File: config.mk
export PLATFORM = sky130hd
export DESIGN_NAME = pews_ctrl
export DESIGN_NICKNAME = d
export VERILOG_FILES = /design/src/pews_pkg.sv /design/src/pews_ctrl.sv
export SDC_FILE = /design/constraint.sdc
export NUM_CORES = 1
export LEC_CHECK = 0
export BUFFER_PORTS_ARGS = -buffer_cell sky130_fd_sc_hd__buf_4
export CORE_AREA = 2 2 39 41
export DETAILED_ROUTE_END_ITERATION = 7
export DIE_AREA = 0 0 41 43
export HOLD_SLACK_MARGIN = 0.06
export PLACE_DENSITY = 0.61
export SLEW_MARGIN = 15
export SYNTH_ARGS = -nofsm -noshare
export SYNTH_HDL_FRONTEND = slang
export SYNTH_SLANG_ARGS = --single-unit
File: constraint.sdc
create_clock -name aclk -period 1.42 [get_ports aclk]
set_input_delay 0.213 -clock aclk [delete_from_list [all_inputs] [get_ports aclk]]
set_output_delay 0.213 -clock aclk [all_outputs]
set_load 0.01 [all_outputs]
File: src/pews_pkg.sv
// Shared types and constants for the particle Euler wall step block.
package pews_pkg;

    localparam int unsigned DATA_W   = 32;
    localparam int unsigned ENERGY_W = 63;

    // Register indexes of the configuration port.
    localparam logic [2:0] REG_WALL_FLAGS    = 3'd0;
    localparam logic [2:0] REG_CELL_LOW_X    = 3'd1;
    localparam logic [2:0] REG_CELL_LOW_Y    = 3'd2;
    localparam logic [2:0] REG_CELL_WIDTH    = 3'd3;
    localparam logic [2:0] REG_CELL_HEIGHT   = 3'd4;
    localparam logic [2:0] REG_SPHERE_RADIUS = 3'd5;
    localparam logic [2:0] REG_TIME_STEP     = 3'd6;

    // Energy selection codes.
    localparam logic [1:0] ESEL_NONE    = 2'd0;
    localparam logic [1:0] ESEL_INITIAL = 2'd1;
    localparam logic [1:0] ESEL_FINAL   = 2'd2;

    typedef enum logic [3:0] {
        ST_IDLE,
        ST_ENERGY,
        ST_DIV_X,
        ST_DIV_Y,
        ST_MUL_AX,
        ST_MUL_AY,
        ST_VEL,
        ST_MUL_PX,
        ST_MUL_PY,
        ST_POS,
        ST_OUT
    } pews_state_t;

    // Commands from the controller to the datapath.
    typedef struct packed {
        logic load;
        logic energy;
        logic div_start_x;
        logic div_start_y;
        logic div_step;
        logic mul_ax;
        logic mul_ay;
        logic vel;
        logic mul_px;
        logic mul_py;
        logic pos;
    } pews_cmd_t;

    // Status from the datapath to the controller.
    typedef struct packed {
        logic div_done;
        logic energy_done;
    } pews_status_t;

endpackage

File: src/pews_ctrl.sv
// Controller state machine sequencing one particle through the datapath.
module pews_ctrl (
    input  logic                  aclk,
    input  logic                  aresetn,
    input  logic                  in_valid,
    output logic                  in_ready,
    output logic                  out_valid,
    input  logic                  out_ready,
    input  pews_pkg::pews_status_t status,
    output pews_pkg::pews_cmd_t    cmd
);

    pews_pkg::pews_state_t state_reg, state_next;

    always_ff @(posedge aclk) begin
        if (!aresetn) begin
            state_reg <= pews_pkg::ST_IDLE;
        end else begin
            state_reg <= state_next;
        end
    end

    always_comb begin
        state_next = state_reg;
        case (state_reg)
            pews_pkg::ST_IDLE:   if (in_valid) state_next = pews_pkg::ST_ENERGY;
            pews_pkg::ST_ENERGY: if (status.energy_done) state_next = pews_pkg::ST_DIV_X;
            pews_pkg::ST_DIV_X:  if (status.div_done) state_next = pews_pkg::ST_DIV_Y;
            pews_pkg::ST_DIV_Y:  if (status.div_done) state_next = pews_pkg::ST_MUL_AX;
            pews_pkg::ST_MUL_AX: state_next = pews_pkg::ST_MUL_AY;
            pews_pkg::ST_MUL_AY: state_next = pews_pkg::ST_VEL;
            pews_pkg::ST_VEL:    state_next = pews_pkg::ST_MUL_PX;
            pews_pkg::ST_MUL_PX: state_next = pews_pkg::ST_MUL_PY;
            pews_pkg::ST_MUL_PY: state_next = pews_pkg::ST_POS;
            pews_pkg::ST_POS:    state_next = pews_pkg::ST_OUT;
            pews_pkg::ST_OUT:    if (out_ready) state_next = pews_pkg::ST_IDLE;
            default:             state_next = pews_pkg::ST_IDLE;
        endcase
    end

    always_comb begin
        cmd       = '0;
        in_ready  = 1'b0;
        out_valid = 1'b0;
        case (state_reg)
            pews_pkg::ST_IDLE: begin
                in_ready = 1'b1;
                cmd.load = in_valid;
            end
            pews_pkg::ST_ENERGY: begin
                cmd.energy      = 1'b1;
                cmd.div_start_x = status.energy_done;
            end
            pews_pkg::ST_DIV_X: begin
                cmd.div_step    = 1'b1;
                cmd.div_start_y = status.div_done;
            end
            pews_pkg::ST_DIV_Y:  cmd.div_step = 1'b1;
            pews_pkg::ST_MUL_AX: cmd.mul_ax = 1'b1;
            pews_pkg::ST_MUL_AY: cmd.mul_ay = 1'b1;
            pews_pkg::ST_VEL:    cmd.vel = 1'b1;
            pews_pkg::ST_MUL_PX: cmd.mul_px = 1'b1;
            pews_pkg::ST_MUL_PY: cmd.mul_py = 1'b1;
            pews_pkg::ST_POS:    cmd.pos = 1'b1;
            pews_pkg::ST_OUT:    out_valid = 1'b1;
            default: begin
                in_ready = 1'b0;
            end
        endcase
    end

    a_accept_only_idle: assert property (@(posedge aclk) disable iff (!aresetn)
        (in_valid && in_ready) |=> state_reg == pews_pkg::ST_ENERGY)
        else $error("item accepted outside idle");
    a_out_holds: assert property (@(posedge aclk) disable iff (!aresetn)
        (out_valid && !out_ready) |=> out_valid)
        else $error("result dropped while stalled");
    a_no_both: assert property (@(posedge aclk) disable iff (!aresetn)
        !(in_ready && out_valid))
        else $error("ready and result at once");

endmodule

==> flow_summary.ini <==
[outcome]
outcome = finished clean

[die]
rows = 14
die_h_um = 43
io_pins = 19
die_area_sq_um = 1760
fp.dieW_um = 41
core_sq_um = 1380
start_util_pct = 29.4

[worst_setup_path]
cp.arrival_ns = 1.16
reg2reg_from = state_reg[0]
critPathBufInv = 1
cp.depth = 3
worst-r2r-cell-count = 4
critical_path.top_delay_family = simple AND/OR/NAND/NOR gates
end_kind = output port
path_max_fanout = 10
crit_path_start_kind = flip-flop
crit_path_cell_trace = nor4_4, and2_1, buf_4
cp_slowest_stage_delay_ns = 0.38
cp.required_ns = 1.21
crit_type = reg -> out
crit_path_top_delay_cell = dfxtp_4
crit_start = state_reg[2]

[grt]
antenna_found_initial = 0
grt_use_total_pct = 13.5
grt_pass1_vias = 408
grt_remaining_overflow = 0
grt_pass1_wl_mm = 1.64
grt_max_degree = 19

[placed_design]
pre_cts_ws_ns = 0.0291
dpl.hpwl_um = 803
routabilityCongestion = 0.810
dp_cells = 88
io_buffers = 18

[run]
maxCapViolations = 0

[sta]
relSlewSlack_pct = 81.3
setup_viol = 0
finalClockSkew_ns = 0.00518
tightest_slew_ns = 0.277
final.period_utilization_pct = 96.5
setup_tns_ns = 0
fin_crit_ns = 1.37
fmax_mhz = 729
hold_viol = 0
layout_setup_ws_ns = 0.0492
slew_viol_final = 0

[routing]
drtIter0Drc = 7
num_vias = 480
firstDrtPassIters = 3
viasPerCell = 5.27
drc_errors = 0
wirelength_mm = 1.12
wl_per_cell_um = 12.3
ant_nets = 0

[min_path]
min_from = aresetn
hold_path_class = in -> reg
whs_path_depth = 3

[final_layout]
layout-drive-gt1-share_pct = 45.3
finalNetCount = 83
final_cells = 91
final_core_util_pct = 44.3
regArea_sq_um = 95.1
n_antenna_cell = 0
syn_to_final_growth_pct = 50.8
multi_input_area_sq_um = 322
largest_reg_flops = 4
fillCellCount = 166

[clock_tree]
clock_latency_ns = 0.23
cts_tree = yes
post-cts-setup-buffers = 0
cts.clk_slew.worst_paths_ns = 0.04
cts_root_buf = clkbuf_4
clock_path_buffers = 2
numCtsBuffers = 3
htree_num_levels = 1
cts_hold_buf = 0
cts.sinks = 4

[yosys]
syn-num-nets = 63
synth_most_common_cell = nor2_1
netlist_instances = 57
ys_seq_area_share_pct = 19.7
synth-main-ff-cell = dfxtp_1
synth-seq-cells = 4
synth_edf_count = 0
syn_area_sq_um = 407
synth_area_leaders = dfxtp_1 (20%), nand2b_1 (9.2%), nor2_1 (9.2%), buf_2 (4.9%), o32ai_1 (4.3%)
synth_cell_type_count = 28
syn_area_per_cell_sq_um = 7.13
yosys-top-cells-count = nor2_1 (10), nand2b_1 (6), buf_2 (4), dfxtp_1 (4)
ys_warn_count = 0
async_flop_share_pct = 0
synth_top_area_share_pct = 19.7
synth_top_cell_by_area = dfxtp_1

[power_and_ir_drop]
power_mw = 0.437
powerDensity_nw_per_um2 = 713
vdd_ir_drop_max_v = 0.000409
leakagePower_nw = 0.262
[area by class of cell]
| class | count | area share, % |
|---|---|---|
| multi-input combinational | 47 | 52.4 |
| timing repair buffer | 20 | 24.5 |
| sequential | 4 | 15.5 |
| clock buffer | 3 | 3.67 |
| tap | 16 | 3.27 |
| inverter | 1 | 0.612 |
[report_power, final]
| part | internal (mW) | switching [mW] |
|---|---|---|
| registers | 0.119 | 0.0294 |
| logic | 0.0895 | 0.0628 |
| clock network | 0.0942 | 0.0424 |
[placed cells by master, fill, tap and decap left out, drive strengths merged]
master	n
a211oi	2
a21oi	1
a22oi	1
a31oi	1
and2	2
and3	1
and3b	1
buf	20
clkbuf	3
dfxtp	4
inv	1
nand2	3
nand2b	6
nand3b	1
nor2	10
nor2b	2
nor3	3
nor3b	2
nor4	1
nor4bb	1
o21a	1
o21ai	2
o22a	1
o31a	1
o32ai	2
or3	1
xor2	1
[per-layer routing]
metal	vias up	share of wire [%]	global-route usage (%)
li1	242	-	-
met1	222	43	16.1
met5	-	0	0
met4	0	0	9.33
met2	16	49	19.7
met3	0	8.0	3.66
[worst paths after layout]
| path | end | slack [ns] |
|---|---|---|
| worst max-delay path | cmd[10] | 0.05 |
| worst min-delay path | state_reg[2] | 0.27 |
| worst max register to register | state_reg[1] | 0.18 |
| worst min register to register | state_reg[1] | 0.56 |
[worst min-delay path, stage by stage]
cell      delay (ns)
buf_4           0.12
nand2b_1        0.08
nor3b_1         0.05
[cells by family (layout without fill, tap and decap cells)]
kind of cell           Yosys count  in the layout  share of synthesized area, %
AO/OA/AOI/OAI                   12             12                          22.5
AND/OR/NAND/NOR                 34             34                          47.1
XOR/XNOR                         1              1                          2.15
buffers and inverters            6             24                          8.61
flip-flops                       4              4                          19.7
[what timing repair did]
item | CTS | global route
endpoints found under the setup margin | 12 | 6
pin swaps | 0 | 1
gates resized for setup | 4 | 9
[through the flow]
step | cell area, sq um | hold WS [ns]
final | 613 | 0.274
after floorplan | 413 | 0.373
after global routing | 613 | 0.298
after CTS | 579 | 0.265
after detailed placement | 552 | 0.524
after global placement | 552 | 0.523
Note: power is estimated with default switching activity, not from simulation.
